<file path="src/rtl/grid_shortest_path_macros.svh">
// ----------------------------------------------------------------------------
// Grid shortest path assertion macros
// Shared concurrent assertion forms, clocked on clk, quiet during reset.
// ----------------------------------------------------------------------------
`ifndef GRID_SHORTEST_PATH_MACROS_SVH
`define GRID_SHORTEST_PATH_MACROS_SVH

// Same-cycle implication
`define GSP_ASSERT_NOW(label, ante, cons, msg) \
    label: assert property (@(posedge clk) disable iff (!rst_n) (ante) |-> (cons)) \
        else $error(msg);

// Next-cycle implication
`define GSP_ASSERT_NEXT(label, ante, cons, msg) \
    label: assert property (@(posedge clk) disable iff (!rst_n) (ante) |=> (cons)) \
        else $error(msg);

`endif

</file>
<file path="src/rtl/gsp_ram.sv">
// ----------------------------------------------------------------------------
// Generic RAM
// One write port, one read port, read data registered.
// ----------------------------------------------------------------------------
`default_nettype none

module gsp_ram #(
    parameter int WIDTH = 8,
    parameter int DEPTH = 256
) (
    input  wire logic                     clk,
    input  wire logic                     we,
    input  wire logic [$clog2(DEPTH)-1:0] waddr,
    input  wire logic [WIDTH-1:0]         wdata,
    input  wire logic [$clog2(DEPTH)-1:0] raddr,
    output logic      [WIDTH-1:0]         rdata
);

    logic [WIDTH-1:0] mem [DEPTH];

    always_ff @(posedge clk)
    begin
        if (we)
        begin
            mem[waddr] <= wdata;
        end
        rdata <= mem[raddr];
    end

endmodule

`default_nettype wire

</file>
<file path="config.mk">
export PLATFORM = sky130hd
export DESIGN_NAME = gsp_ram
export DESIGN_NICKNAME = d
export VERILOG_FILES = /design/src/rtl/grid_shortest_path_macros.svh /design/src/rtl/gsp_ram.sv
export SDC_FILE = /design/constraint.sdc
export NUM_CORES = 2
export LEC_CHECK = 0
export ABC_AREA = 1
export BUFFER_PORTS_ARGS = -buffer_cell sky130_fd_sc_hd__buf_2
export CAP_MARGIN = 20
export CORE_MARGIN = 1.5
export CORE_UTILIZATION = 35
export DETAILED_ROUTE_END_ITERATION = 10
export PLACE_DENSITY = 0.54
export SLEW_MARGIN = 20
export SYNTH_ARGS = -nofsm -noshare
export SYNTH_HDL_FRONTEND = slang
export SYNTH_SLANG_ARGS = --single-unit
</file>
<file path="constraint.sdc">
create_clock -name clk -period 2.24 [get_ports clk]
set_input_delay 0.336 -clock clk [delete_from_list [all_inputs] [get_ports clk]]
set_output_delay 0.336 -clock clk [all_outputs]
set_load 0.02 [all_outputs]
</file>
# Yosys cells after proc, flatten, opt, wreduce, memory -nomap -nowiden
# Memories as Yosys holds them, arrays and structs flattened. A register that Yosys moved wholly into a read port is not among the register bits.
# Cells that the tools add are included.
dict set report totals {
  mem_bits_ro 0
  elab_cells 3
  input_bits 26
  latchBits 0
  output_inout_bits 8
  regBits 0
  ramBits 2048
  memories 1
}
# memory words word_bits read_ports rd_clocked_by_memory_dff wr line_no
set mem_list {}
lappend mem_list {mem 256 8 1 1 1 gsp_ram.sv:19} ;# logic [WIDTH-1:0] mem [DEPTH];
dict set report op_classes {
  multipliers 0
  n_mux 2
  shifts 0
  n_eq_ne 0
  n_reduce_logical 0
  div_mod_pow 0
  bitwise_logic 0
  n_lt_le_gt_ge 0
  n_addsub 0
}
# op n
set ops {}
lappend ops {{$mux 1} 2}

# Depth between registers and ports, before layout
dict set report depth {
  depth_word 2
  ltp_mapped 15
  ltp_nobuf 11
}

# Worst setup path before layout
# Ideal clock, no wire load.
dict set report synth_timing {
  path_kind {in2reg}
  startpoint {input port we}
  endpoint {memory mem[162][0] (enable)}
  n_path_buf 2
  cell_stages 4
  path_slack_ns 0.413
  required_time_ns 1.870
  arrival_ns 1.457
  path_cell_list {clkbuf_1 > nand3_1 > clkbuf_1 > nor2_1}
}
dict set report synth_between {
  elab_chain_cells 2
}
# item line_no
set synth_rtl {}
lappend synth_rtl {{start, declared} gsp_ram.sv:12} ;# input wire logic we,
lappend synth_rtl {{$mux 1} gsp_ram.sv:23} ;# if (we)
lappend synth_rtl {{$mux 1 (not written as such)} gsp_ram.sv:25} ;# mem[waddr] <= wdata;
lappend synth_rtl {{end, declared} gsp_ram.sv:19}
# No other way between the ends.

# Final worst setup path
dict set report layout_timing {
  startpoint {register rdata[5] (read register of mem)}
  endpoint {output port rdata[5]}
}
# item line_no
set layout_rtl {}
lappend layout_rtl {{start, declared} gsp_ram.sv:16} ;# output logic [WIDTH-1:0] rdata
# No word-level cell between the ends.

==> impl_results.md <==
- Number of setup buffers added after CTS: 0
- Die Y: roughly 500 um
- Antenna Nets Post-Route: 0
- Period minus WS final: approximately 2.1 ns
- Clock share of power: between 40 and 50%
- Num CTS Buffers: 206
- Slew Limit Fails: 0
- CTS sink cnt: between 2000 and 2500
- RSZ-0062 raised after global routing: false
- Fin crit share: approximately 93%
- Clk buf depth: 3
- Post-synth top area cell: edfxtp_1
- Worst setup margin: approximately 0.16 ns
- Clk_lat worst skew: approximately 0.90 ns
- Hold/Removal Path Class: in2reg
- Yosys warnings: 0
- Delay-heaviest family, CP: flip-flops
- Clock Skews: around 0.074 ns
- Hold Path Stages: 6
- Reg2reg end: rdata[2]
- CP peak stage delay: between 0.5 and 0.6 ns
- CTS tree: built
- Max_slew headroom: 49.5%
- Max Cap Viol: 0
- Initial antenna violation count: 12
- FP Rows: roughly 180
- Hold WS: between 0.15 and 0.2 ns
- Critical path arrival: ~1.7 ns
- Switching Fraction: between 20% and 30%
- Buffers on Ports: 33
- Critical-path maximum fanout: 1
- Final hold vios: 0
- Combinational power share: around 7%
- IO Count: 34
- Post-Route WL: roughly 250 mm
- FF-to-FF path depth: 10
- Post-Synthesis Cells: around 7000
- DR vias: about 56000
- Count of cell types in the netlist: 14
- Total GRT Usage: roughly 20%
- Synth top area share: roughly three quarters
- Routed len/inst: 22.9 um
- Clock slew at reported path FFs: about 0.07 ns
- WP buf/inv: 1
- Largest net degree at the start of global routing: slightly below 80
- CP Launch Type: flip-flop
- Gpl congestion: between 0.8 and 0.9
- F_max: around 0.48 GHz
- Tightest Pin Transition: 0.758 ns
- DR iter-0 viols: about 5800
- Reg2reg start: mem[134][2]
- Cell count along the critical path: 1
- Area grow syn2layout: 18.9%
- Sequential area share after synthesis: between 70 and 80%
- Leak: 35.2 nW
- Hold Crit Start: raddr[5]
- Pre-antenna DRT Iters: 8
- Status: completed
- P_sw: 19.0 mW
- Detailed Place HPWL: 155 mm
- Synth top area cells: edfxtp_1, nand3_1, nand2_1, buf_2, nor2_1
- Vias per inst: just over 5
- Initial Util: 35.1%
- Core footprint: 0.237 sq mm
- Number of global-route vias before repair: 53578
- Die area: between 0.2 and 0.25 sq mm
- Seq pwr share: about half
- Seq cells post-synth: ~2100
- Avg Synthesized Cell Area: between 10 and 15 sq um
- DP Worst Slack: -0.518 ns
- H-tree Lvls: 4
- Syn nets: about 7000
- CP max stage cell: dfxtp_1
- Hold EP: rdata[3]
- Power Density: 838 mW/mm^2
- Critical Path RT: 1.90 ns
- WS Path Type: reg2out
- Share of cells above drive strength 1: a little over an eighth
- Final-report setup violation count: 0
- Root buffer cell: clkbuf_16
- Mapped cell area: about 0.083 sq mm
- Crit-path cells: buf_2
- Final nets: 7474
- Die Width: ~490 um
- Int Pwr: 64.1 mW
- Max VDD drop: about 880 uV
- Reg-to-reg slack, setup: between 0.3 and 0.4 ns
- First-pass GRT wire length: ~360 mm
- Crit. End Element: output port
- Total congestion overflow: 0
- DR DRC count: 0
-- placed cells by master, fill, tap and decap left out, drive strengths merged --
cell type / count
inv: 48
nor2: 283
dlygate4sd3: 10
diode: 5
nand2: 2123
bufinv: 25
edfxtp: 2048
clkinvlp: 4
clkinv: 82
dfxtp: 8
clkbuf: 259
nand3: 2019
buf: 710
-- flip-flops by register name, indices dropped and copies added, names as in the netlist --
| register | cells |
|---|---|
| rdata | 8 |
| mem | 2048 |
-- worst register-to-register path, cell delays in order (launching register included) --
cell	delay, ns
edfxtp_1	0.37
nand2_1	0.08
nand3_1	0.07
nand3_1	0.14
nand3_1	0.11
nand3_1	0.19
nand3_1	0.20
nand3_1	0.37
nand2_1	0.09
nand2_1	0.16
nand2_1	0.07
-- cell families (layout without fill, tap and decap cells) --
family / after synthesis / after routing / synth area share, %
buffers and inverters: 522 / 1138 / 3.12
flip-flops: 2056 / 2056 / 73.9
AND/OR/NAND/NOR: 4425 / 4425 / 22.9
other: 0 / 5 / 0
-- worst max path at each step --
| stage | end | startpoint | slack [ns] |
|---|---|---|---|
| finish | rdata[5] | rdata[5] | 0.16 |
| global route | rdata[7] | rdata[7] | 0.14 |
| CTS | rdata[7] | rdata[7] | 0.08 |
| detailed placement | rdata[2] | raddr[0] | -0.52 |
| global placement | rdata[2] | raddr[0] | -0.52 |
| floorplan | mem[162][0] | we | 0.41 |
-- cell usage after synthesis --
master,count
nand2_1,2123
buf_8,1
clkbuf_1,112
buf_2,268
inv_4,1
inv_1,36
buf_6,16
buf_1,40
inv_2,2
dfxtp_1,8
nor2_1,283
nand3_1,2019
buf_4,46
edfxtp_1,2048
-- cell type report --
cell class / count / area, sq um
clock buffers: 259 / 5380
well taps: 3167 / 3960
diodes: 5 / 12.5
repair buffers: 720 / 7320
fillers: 22172 / 138000
flip-flops and latches: 2056 / 61700
multi-input cells: 4425 / 19200
inverters: 39 / 180
clock inverters: 120 / 1450
-- through the flow --
stage / area [sq um] / TNS [ns] / util, % / power (mW) / instances
after global routing: 99100 / 0 / 41.8 / 85.5 / 10788
after global placement: 92200 / -3.31 / 38.8 / 48.9 / 10397
final: 99100 / 0 / 41.8 / 83.1 / 10791
after CTS: 99100 / 0 / 41.8 / 83.7 / 10786
after floorplan: 83400 / 0 / - / 45.9 / 7003
after detailed placement: 92200 / -3.26 / 38.8 / 48.9 / 10397
-- power groups by stage --
stage | Clock [mW] | Sequential (mW) | Combinational [mW]
2_1_floorplan | 0 | 43.3 | 2.62
3_3_place_gp | 0 | 43.3 | 5.61
3_5_place_dp | 0 | 43.3 | 5.64
4_1_cts | 35.6 | 42.5 | 5.67
5_1_grt | 37.0 | 42.5 | 6.07
6_report | 35.0 | 42.5 | 5.64
-- routing by layer --
| metal | vias to the layer above | GRT usage [%] | part of all wire (%) |
|---|---|---|---|
| met5 | - | 0 | 0.0053 |
| met4 | 2 | 7.72 | 3.7 |
| met2 | 2028 | 32.4 | 47 |
| met3 | 389 | 2.95 | 6.8 |
| met1 | 27543 | 27.7 | 42 |
| li1 | 25781 | - | - |
-- timing repair --
item / CTS / global route
setup endpoints to repair: 1 / 0
hold endpoints to repair: 226 / 0
resized for setup: 1 / 0
hold buffers: 10 / 0
No activity file was read; power rests on OpenSTA's default activity.
